--- config.mk ---
export PLATFORM = sky130hd
export DESIGN_NAME = jdrh_timing
export DESIGN_NICKNAME = d
export VERILOG_FILES = /design/src/jdrh_pkg.sv /design/src/jdrh_timing.sv
export SDC_FILE = /design/constraint.sdc
export NUM_CORES = 2
export LEC_CHECK = 0
export BUFFER_PORTS_ARGS = -buffer_cell sky130_fd_sc_hd__buf_4
export CAP_MARGIN = 10
export CELL_PAD_IN_SITES_DETAIL_PLACEMENT = 1
export CELL_PAD_IN_SITES_GLOBAL_PLACEMENT = 2
export CORE_MARGIN = 2
export CORE_UTILIZATION = 39
export DETAILED_ROUTE_END_ITERATION = 6
export GPL_ROUTABILITY_DRIVEN = 1
export PLACE_DENSITY = 0.79
export SETUP_SLACK_MARGIN = 0.15
export SLEW_MARGIN = 10
export SYNTH_ARGS = -nofsm -noshare
export SYNTH_HDL_FRONTEND = slang
export SYNTH_SLANG_ARGS = --single-unit
--- constraint.sdc ---
create_clock -name clk -period 12.1 [get_ports clk]
set_input_delay 2.42 -clock clk [delete_from_list [all_inputs] [get_ports clk]]
set_output_delay 2.42 -clock clk [all_outputs]
set_load 0.05 [all_outputs]
--- src/jdrh_pkg.sv ---
// shared constants and widths for the job deadline response histogram
`timescale 1ns / 1ps
`default_nettype none
package jdrh_pkg;

  localparam int TIME_W = 64;
  localparam int US_W   = 55;
  localparam int CNT_W  = 32;
  localparam int JOB_W  = 32;
  localparam int IDX_W  = 10;
  localparam int CFG_W  = 3;

  localparam logic [CFG_W-1:0] CFG_PERIOD    = 3'd0;
  localparam logic [CFG_W-1:0] CFG_REL_DL    = 3'd1;
  localparam logic [CFG_W-1:0] CFG_START_REF = 3'd2;
  localparam logic [CFG_W-1:0] CFG_OFFSET    = 3'd3;
  localparam logic [CFG_W-1:0] CFG_FIRST_JOB = 3'd4;

  localparam logic       CMD_RECORD = 1'b0;
  localparam logic       CMD_READ   = 1'b1;

  localparam logic [10:0] NS_PER_US  = 11'd1000;
  localparam logic [64:0] HALF_US_NS = 65'd500;
  // 2^30 / 125 rounded up, exact for quotients below 2^16
  localparam logic [23:0] RECIP_125  = 24'd8589935;

  typedef logic [TIME_W-1:0] time_ns_t;
  typedef logic [US_W-1:0]   time_us_t;
  typedef logic [CNT_W-1:0]  count_t;

endpackage
`default_nettype wire

--- src/jdrh_timing.sv ---
// release, deadline and rounded response time of one job, multi-cycle
`timescale 1ns / 1ps
`default_nettype none
module jdrh_timing (
  input  wire                   clk,
  input  wire                   rst,
  input  wire                   go,
  input  wire [32:0]            mult,
  input  jdrh_pkg::time_ns_t    period_ns,
  input  jdrh_pkg::time_ns_t    offset_ns,
  input  jdrh_pkg::time_ns_t    rel_deadline_ns,
  input  jdrh_pkg::time_ns_t    start_ref_ns,
  input  jdrh_pkg::time_ns_t    finish_ns,
  output logic                  done,
  output logic                  late,
  output jdrh_pkg::time_us_t    resp_us
);

  localparam logic [2:0] T_IDLE = 3'd0;
  localparam logic [2:0] T_MUL  = 3'd1;
  localparam logic [2:0] T_REL  = 3'd2;
  localparam logic [2:0] T_DL   = 3'd3;
  localparam logic [2:0] T_CMP  = 3'd4;
  localparam logic [2:0] T_RND  = 3'd5;
  localparam logic [2:0] T_DIV  = 3'd6;
  localparam logic [2:0] T_SUB  = 3'd7;

  logic [2:0]          state;
  jdrh_pkg::time_ns_t  acc;
  logic [32:0]         mreg;
  logic [5:0]          bitcnt;
  jdrh_pkg::time_ns_t  release_ns;
  jdrh_pkg::time_ns_t  deadline_ns;
  jdrh_pkg::time_ns_t  frel;
  logic                fge;
  jdrh_pkg::time_ns_t  resp_ns;
  logic [79:0]         xdiv;
  logic [9:0]          rem;
  logic [2:0]          dcnt;
  logic [15:0]         qd;
  logic [25:0]         dvr;

  logic [64:0] mul_sum;
  logic [64:0] rel_sum;
  logic [64:0] dl_sum;
  logic [64:0] fdiff;
  logic [25:0] dv;
  logic [46:0] qprod;
  logic [25:0] qback;
  logic [25:0] rdiff;

  always_comb begin
    mul_sum = {1'b0, acc[62:0], 1'b0} + {1'b0, (mreg[32] ? period_ns : 64'd0)};
    rel_sum = {1'b0, offset_ns} + {1'b0, acc};
    dl_sum  = {1'b0, release_ns} + {1'b0, rel_deadline_ns};
    fdiff   = {1'b0, finish_ns} - {1'b0, start_ref_ns};
    // one 16-bit chunk of the divide by 1000: divide by 8, then by 125
    dv      = {rem, xdiv[79:64]};
    qprod   = {24'd0, dv[25:3]} * {23'd0, jdrh_pkg::RECIP_125};
    qback   = {10'd0, qd} * {15'd0, jdrh_pkg::NS_PER_US};
    rdiff   = dvr - qback;
  end

  always_ff @(posedge clk) begin
    if (rst) begin
      state <= T_IDLE;
      done  <= 1'b0;
    end else begin
      done <= 1'b0;
      unique case (state)
        T_IDLE: begin
          if (go) begin
            acc    <= '0;
            mreg   <= mult;
            bitcnt <= 6'd32;
            fge    <= !fdiff[64];
            frel   <= fdiff[63:0];
            state  <= T_MUL;
          end
        end
        T_MUL: begin
          acc    <= (acc[63] || mul_sum[64]) ? '1 : mul_sum[63:0];
          mreg   <= {mreg[31:0], 1'b0};
          bitcnt <= bitcnt - 6'd1;
          if (bitcnt == 6'd0) state <= T_REL;
        end
        T_REL: begin
          release_ns <= rel_sum[64] ? '1 : rel_sum[63:0];
          state      <= T_DL;
        end
        T_DL: begin
          deadline_ns <= dl_sum[64] ? '1 : dl_sum[63:0];
          state       <= T_CMP;
        end
        T_CMP: begin
          late    <= fge && (frel > deadline_ns);
          resp_ns <= (fge && (frel > release_ns)) ? (frel - release_ns) : '0;
          state   <= T_RND;
        end
        T_RND: begin
          xdiv    <= {15'd0, {1'b0, resp_ns} + jdrh_pkg::HALF_US_NS};
          rem     <= '0;
          resp_us <= '0;
          dcnt    <= 3'd5;
          state   <= T_DIV;
        end
        T_DIV: begin
          qd    <= qprod[45:30];
          dvr   <= dv;
          state <= T_SUB;
        end
        T_SUB: begin
          rem     <= rdiff[9:0];
          resp_us <= {resp_us[38:0], qd};
          xdiv    <= {xdiv[63:0], 16'd0};
          dcnt    <= dcnt - 3'd1;
          if (dcnt == 3'd1) begin
            done  <= 1'b1;
            state <= T_IDLE;
          end else begin
            state <= T_DIV;
          end
        end
        default: state <= T_IDLE;
      endcase
    end
  end

endmodule
`default_nettype wire

==> summary.txt <==
Routing
  • Wirelength, routed: 155600 um
  • WL/cell: around 21 um
  • Detailed-router iteration count before antenna repair: 5
  • Residual antenna-violating net count after detailed routing: 0
  • Via density per instance: 5.332
  • Total via count after detailed routing: between 30000 and 40000
  • Iteration-0 DRC Markers: 1901
  • Detailed-route DRC error count: 0

Die
  • Starting Density: around two fifths
  • Vertical die dimension: 361.8 um
  • Die ar.: 130900 um^2
  • Number of ports placed on the die boundary: 413
  • X dimension of the die: 361.8 um
  • Core outline area: between 100000 and 150000 um^2
  • Number of rows in the core area: roughly 130

Layout
  • Relative area change from synthesis to final layout: 13.71%
  • Nets@finish: 6858
  • Fraction of the core area covered by cells at the end of the flow: roughly 45%
  • Number of standard cells in the layout, taps in and fillers out: approximately 7400
  • Layout cell share with drive strength beyond 1: 10.50%

Placed design
  • Inst Count DP: 7283
  • Buffers on Ports: slightly above 400
  • RD Place Congestion: 0.9233
  • Half-perimeter wire length after detailed placement: 131500 um

Timing
  • Worst slew margin: 29.79%
  • Unrepaired setup endpoints after global routing: no
  • Hold Violations, Final: 0
  • Final Skew: about 0.025 ns
  • Clock period minus final worst setup slack: 7.468 ns
  • Maximum clock frequency: about 130 MHz
  • Setup total negative slack: 0 ns
  • Least-Margin Pin Slew: 1.027 ns
  • Worst hold slack: 0.4231 ns
  • Number of endpoints failing setup at the final stage: 0
  • Final period util: approximately three fifths
  • Max-slew violations: 0

Critical path
  • Count of cells along the worst register-to-register path: 23
  • Element type at the critical path start: flop
  • Endpoint kind of the worst setup timing path: flop
  • RR Endpoint: qd[9]$_DFFE_PP_
  • Required time of the critical path: 12.47 ns
  • Register-to-Register Setup Slack: 4.63 ns
  • Slowest CP cell: fa_1
  • Top fanout value on the critical path: 8
  • Worst path max stage delay: 0.65 ns
  • Worst r2r src: rem[7]$_SDFFCE_PN0P_
  • Buffers & Inverters on Critical Path: 4
  • Top cell family by delay on the critical path: adder cells
  • Capturing instance or port of the critical path: qd[9]$_DFFE_PP_
  • Critical path start-end classification: flop to flop
  • Cells traversed along the worst timing path: fa_1 -> inv_1 -> fa_1 -> inv_1 -> fa_1 -> fa_1 -> fa_1 -> inv_1 -> fa_1 -> fa_1 -> inv_1 -> ha_1 -> a21oi_1 -> nor2b_1 -> o21ai_0 -> nor2b_1 -> o21ai_0 -> a211oi_1 -> a21oi_1 -> a41oi_1 -> a21oi_1 -> a21oi_1 -> xnor2_1
  • Dominant cell type by count on the critical path: fa_1
  • Arrival @ worst endpoint: 7.84 ns
  • Critical Path Source: rem[7]$_SDFFCE_PN0P_
  • Stages on the worst setup path: 23

Global routing
  • Via count of the first global-routing pass: 42007
  • Maximum number of pins on one net before global-route repair: 117
  • Antenna violations before repair: 26
  • Global-route usage over all layers: 23.51%
  • First-pass GRT wire length: between 200000 and 250000 um
  • Total gr overflow: 0

Pwr
  • Sequential Power Share: 34.8%
  • Net switching component of the power: between 2 and 2.5 mW
  • Switching share of total power: between 30% and 40%
  • Worst voltage drop across the vdd grid: 75.10 uV
  • Clock power share: 31.2%
  • Part of the total power dissipated in combinational logic: 34.0%
  • Reported leakage power: 25.59 nW
  • Cell internal pwr: 4.374 mW
  • Power per Cell Area: 116.9 nW/um^2

Synthesis
  • Count of flip-flops with a built-in enable after synthesis: around 540
  • Number of storage elements in the synthesis netlist: 539
  • Syn Inst Count: between 5000 and 6000
  • Area leader, netlist: edfxtp_1
  • Number of warnings reported in the yosys synthesis log: 0
  • Post-synth top flop: edfxtp_1
  • Sequential area share after synthesis: 32.33%
  • Biggest area contributors in the synthesized netlist: edfxtp_1, ha_1, fa_1
  • Mean instance size in the synthesized netlist: slightly above 9 um^2
  • Number of nets in the synthesized netlist: 6533
  • Post-synth top area share: 32.17%
  • Fraction of synthesis flops using an asynchronous set or reset pin: 0%
  • Count of cell types in the netlist: 97
  • Total standard cell area after synthesis: 49940 um^2

Job
  • Max capacitance violation total: 0

Clock tree
  • Post-cts repair resize count: 0
  • Number of buffers on the longest clock path: 3
  • H-tree lvl count: 3
  • Root cell of the clock tree: clkbuf_16
  • Clock buffers created by TritonCTS: between 70 and 80
  • Clock slew at the register clock pins of the worst setup and hold paths: 0.06 ns
  • Clock insertion delay at the later pin of the skew report: around 0.64 ns
  • Number of buffers inserted by post-CTS setup repair: 0
  • CTS tree: yes
  • Clock Sink Count: 539
  • Cts-stage hold buffer count: 0

Worst hold path
  • Worst Hold Class: flop to flop

Outcome
  • Status: complete, no violations
[cells by family (layout without fill, tap and decap cells)]
| group | count (synthesis) | in the layout | synth area share [%] |
|---|---|---|---|
| flip-flops | 539 | 539 | 32.33 |
| other | 0 | 1 | 0 |
| AND/OR/NAND/NOR | 1506 | 1506 | 14.55 |
| adder cells (fa/ha/maj) | 807 | 807 | 22.69 |
| AO/OA/AOI/OAI | 1367 | 1367 | 17.70 |
| multiplexers | 7 | 7 | 0.1478 |
| buffers and inverters | 771 | 1145 | 6.036 |
| XOR/XNOR | 373 | 373 | 6.542 |
[cell usage after synthesis, drive strengths merged, types with 36 or more instances]
master and count:
a21o 249, clkbuf 148, edfxtp 535, a31oi 55, and2 160, fa 164
nand4 111, nor2b 68, nand2b 60, xnor2 203, o21ai 271, and3 61
nor3 60, inv 587, xor2 170, nand2 533, a21oi 430, o21bai 65
o21a 60, buf 36, ha 643, nor2 298, nand3 72
[worst min-delay path by stage]
stage	from	endpoint	slack [ns]	cells past startpoint
floorplan	xdiv[64]$_DFFE_PP_	dvr[0]$_DFFE_PP_	0.40	0
global placement	xdiv[66]$_SDFFCE_PN0P_	dvr[2]$_DFFE_PP_	0.40	0
detailed placement	xdiv[65]$_SDFFCE_PN0P_	dvr[1]$_DFFE_PP_	0.41	0
CTS	xdiv[65]$_SDFFCE_PN0P_	dvr[1]$_DFFE_PP_	0.42	0
global route	xdiv[64]$_DFFE_PP_	dvr[0]$_DFFE_PP_	0.43	0
finish	xdiv[64]$_DFFE_PP_	dvr[0]$_DFFE_PP_	0.42	0
[power by group through the flow]
stage                     logic [mW]  clock network (mW)  registers [mW]
after CTS                       2.27                2.13            2.31
after global placement          2.22                   0            2.35
final                           2.26                2.07            2.31
after floorplan                 1.64                   0            2.32
after global routing            2.54                2.19            2.32
after detailed placement        2.25                   0            2.35
[flip-flops by register name (all words and copies together), names as in the netlist]
name / flops
acc: 64
bitcnt: 6
dcnt: 3
deadline_ns: 64
done: 1
dvr: 10
fge: 1
frel: 64
late: 1
mreg: 33
qd: 16
release_ns: 64
rem: 10
resp_ns: 64
resp_us: 55
state: 3
xdiv: 80
[worst register-to-register path: stages, from the launching register on]
cell      delay (ns)
edfxtp_1        0.54
fa_1            0.65
inv_1           0.08
fa_1            0.52
inv_1           0.06
fa_1            0.51
fa_1            0.54
fa_1            0.55
inv_1           0.06
fa_1            0.47
fa_1            0.52
inv_1           0.04
ha_1            0.33
a21oi_1         0.15
nor2b_1         0.06
o21ai_0         0.12
nor2b_1         0.13
o21ai_0         0.10
a211oi_1        0.60
a21oi_1         0.37
a41oi_1         0.41
a21oi_1         0.15
a21oi_1         0.20
xnor2_1         0.07
[final cells by class]
type                       count  area, um^2
fill                       14608       70570
multi-input combinational   4060       30830
sequential                   539       16150
timing repair buffer         435        3266
inverter                     587        2203
tap                         1662        2079
clock buffer                  83        1907
clock inverter                40       346.6
antenna                        1       2.502
[routing by layer]
layer,global-route usage [%],vias to the layer above,wire [um]
met5,0,-,324
met4,6.087,50,4120
met3,4.050,218,6575
met2,41.20,578,75530
met1,29.83,19014,69020
li1,-,19635,-
[cells in the final DEF, fill, tap and decap left out, types with 13 or more instances in the layout]
cell type,n
buf_4,435
edfxtp_1,535
nand2_1,532
clkbuf_16,75
o21a_1,60
nor2b_1,68
o21bai_1,64
nor3_1,58
inv_1,587
nand4_1,111
nand3_1,72
fa_1,164
a21o_1,248
o211ai_1,29
or3_1,16
and3_1,59
nor2_1,296
o31ai_1,26
and2_1,158
xnor2_1,203
a211o_1,13
clkinv_2,14
a31oi_1,53
and4_1,15
a211oi_1,29
ha_1,643
xor2_1,170
o21ai_0,258
nand2b_1,60
a21oi_1,426
[stage by stage]
step / total power, mW / setup WS (ns) / instance area [um^2]
after global routing: 7.043 / 4.168 / 56780
final: 6.640 / 4.632 / 56780
after global placement: 4.567 / 4.608 / 54530
after detailed placement: 4.601 / 4.530 / 54530
after CTS: 6.712 / 4.506 / 56780
after floorplan: 3.959 / 2.668 / 49940
(Power assumes the default switching activity.)
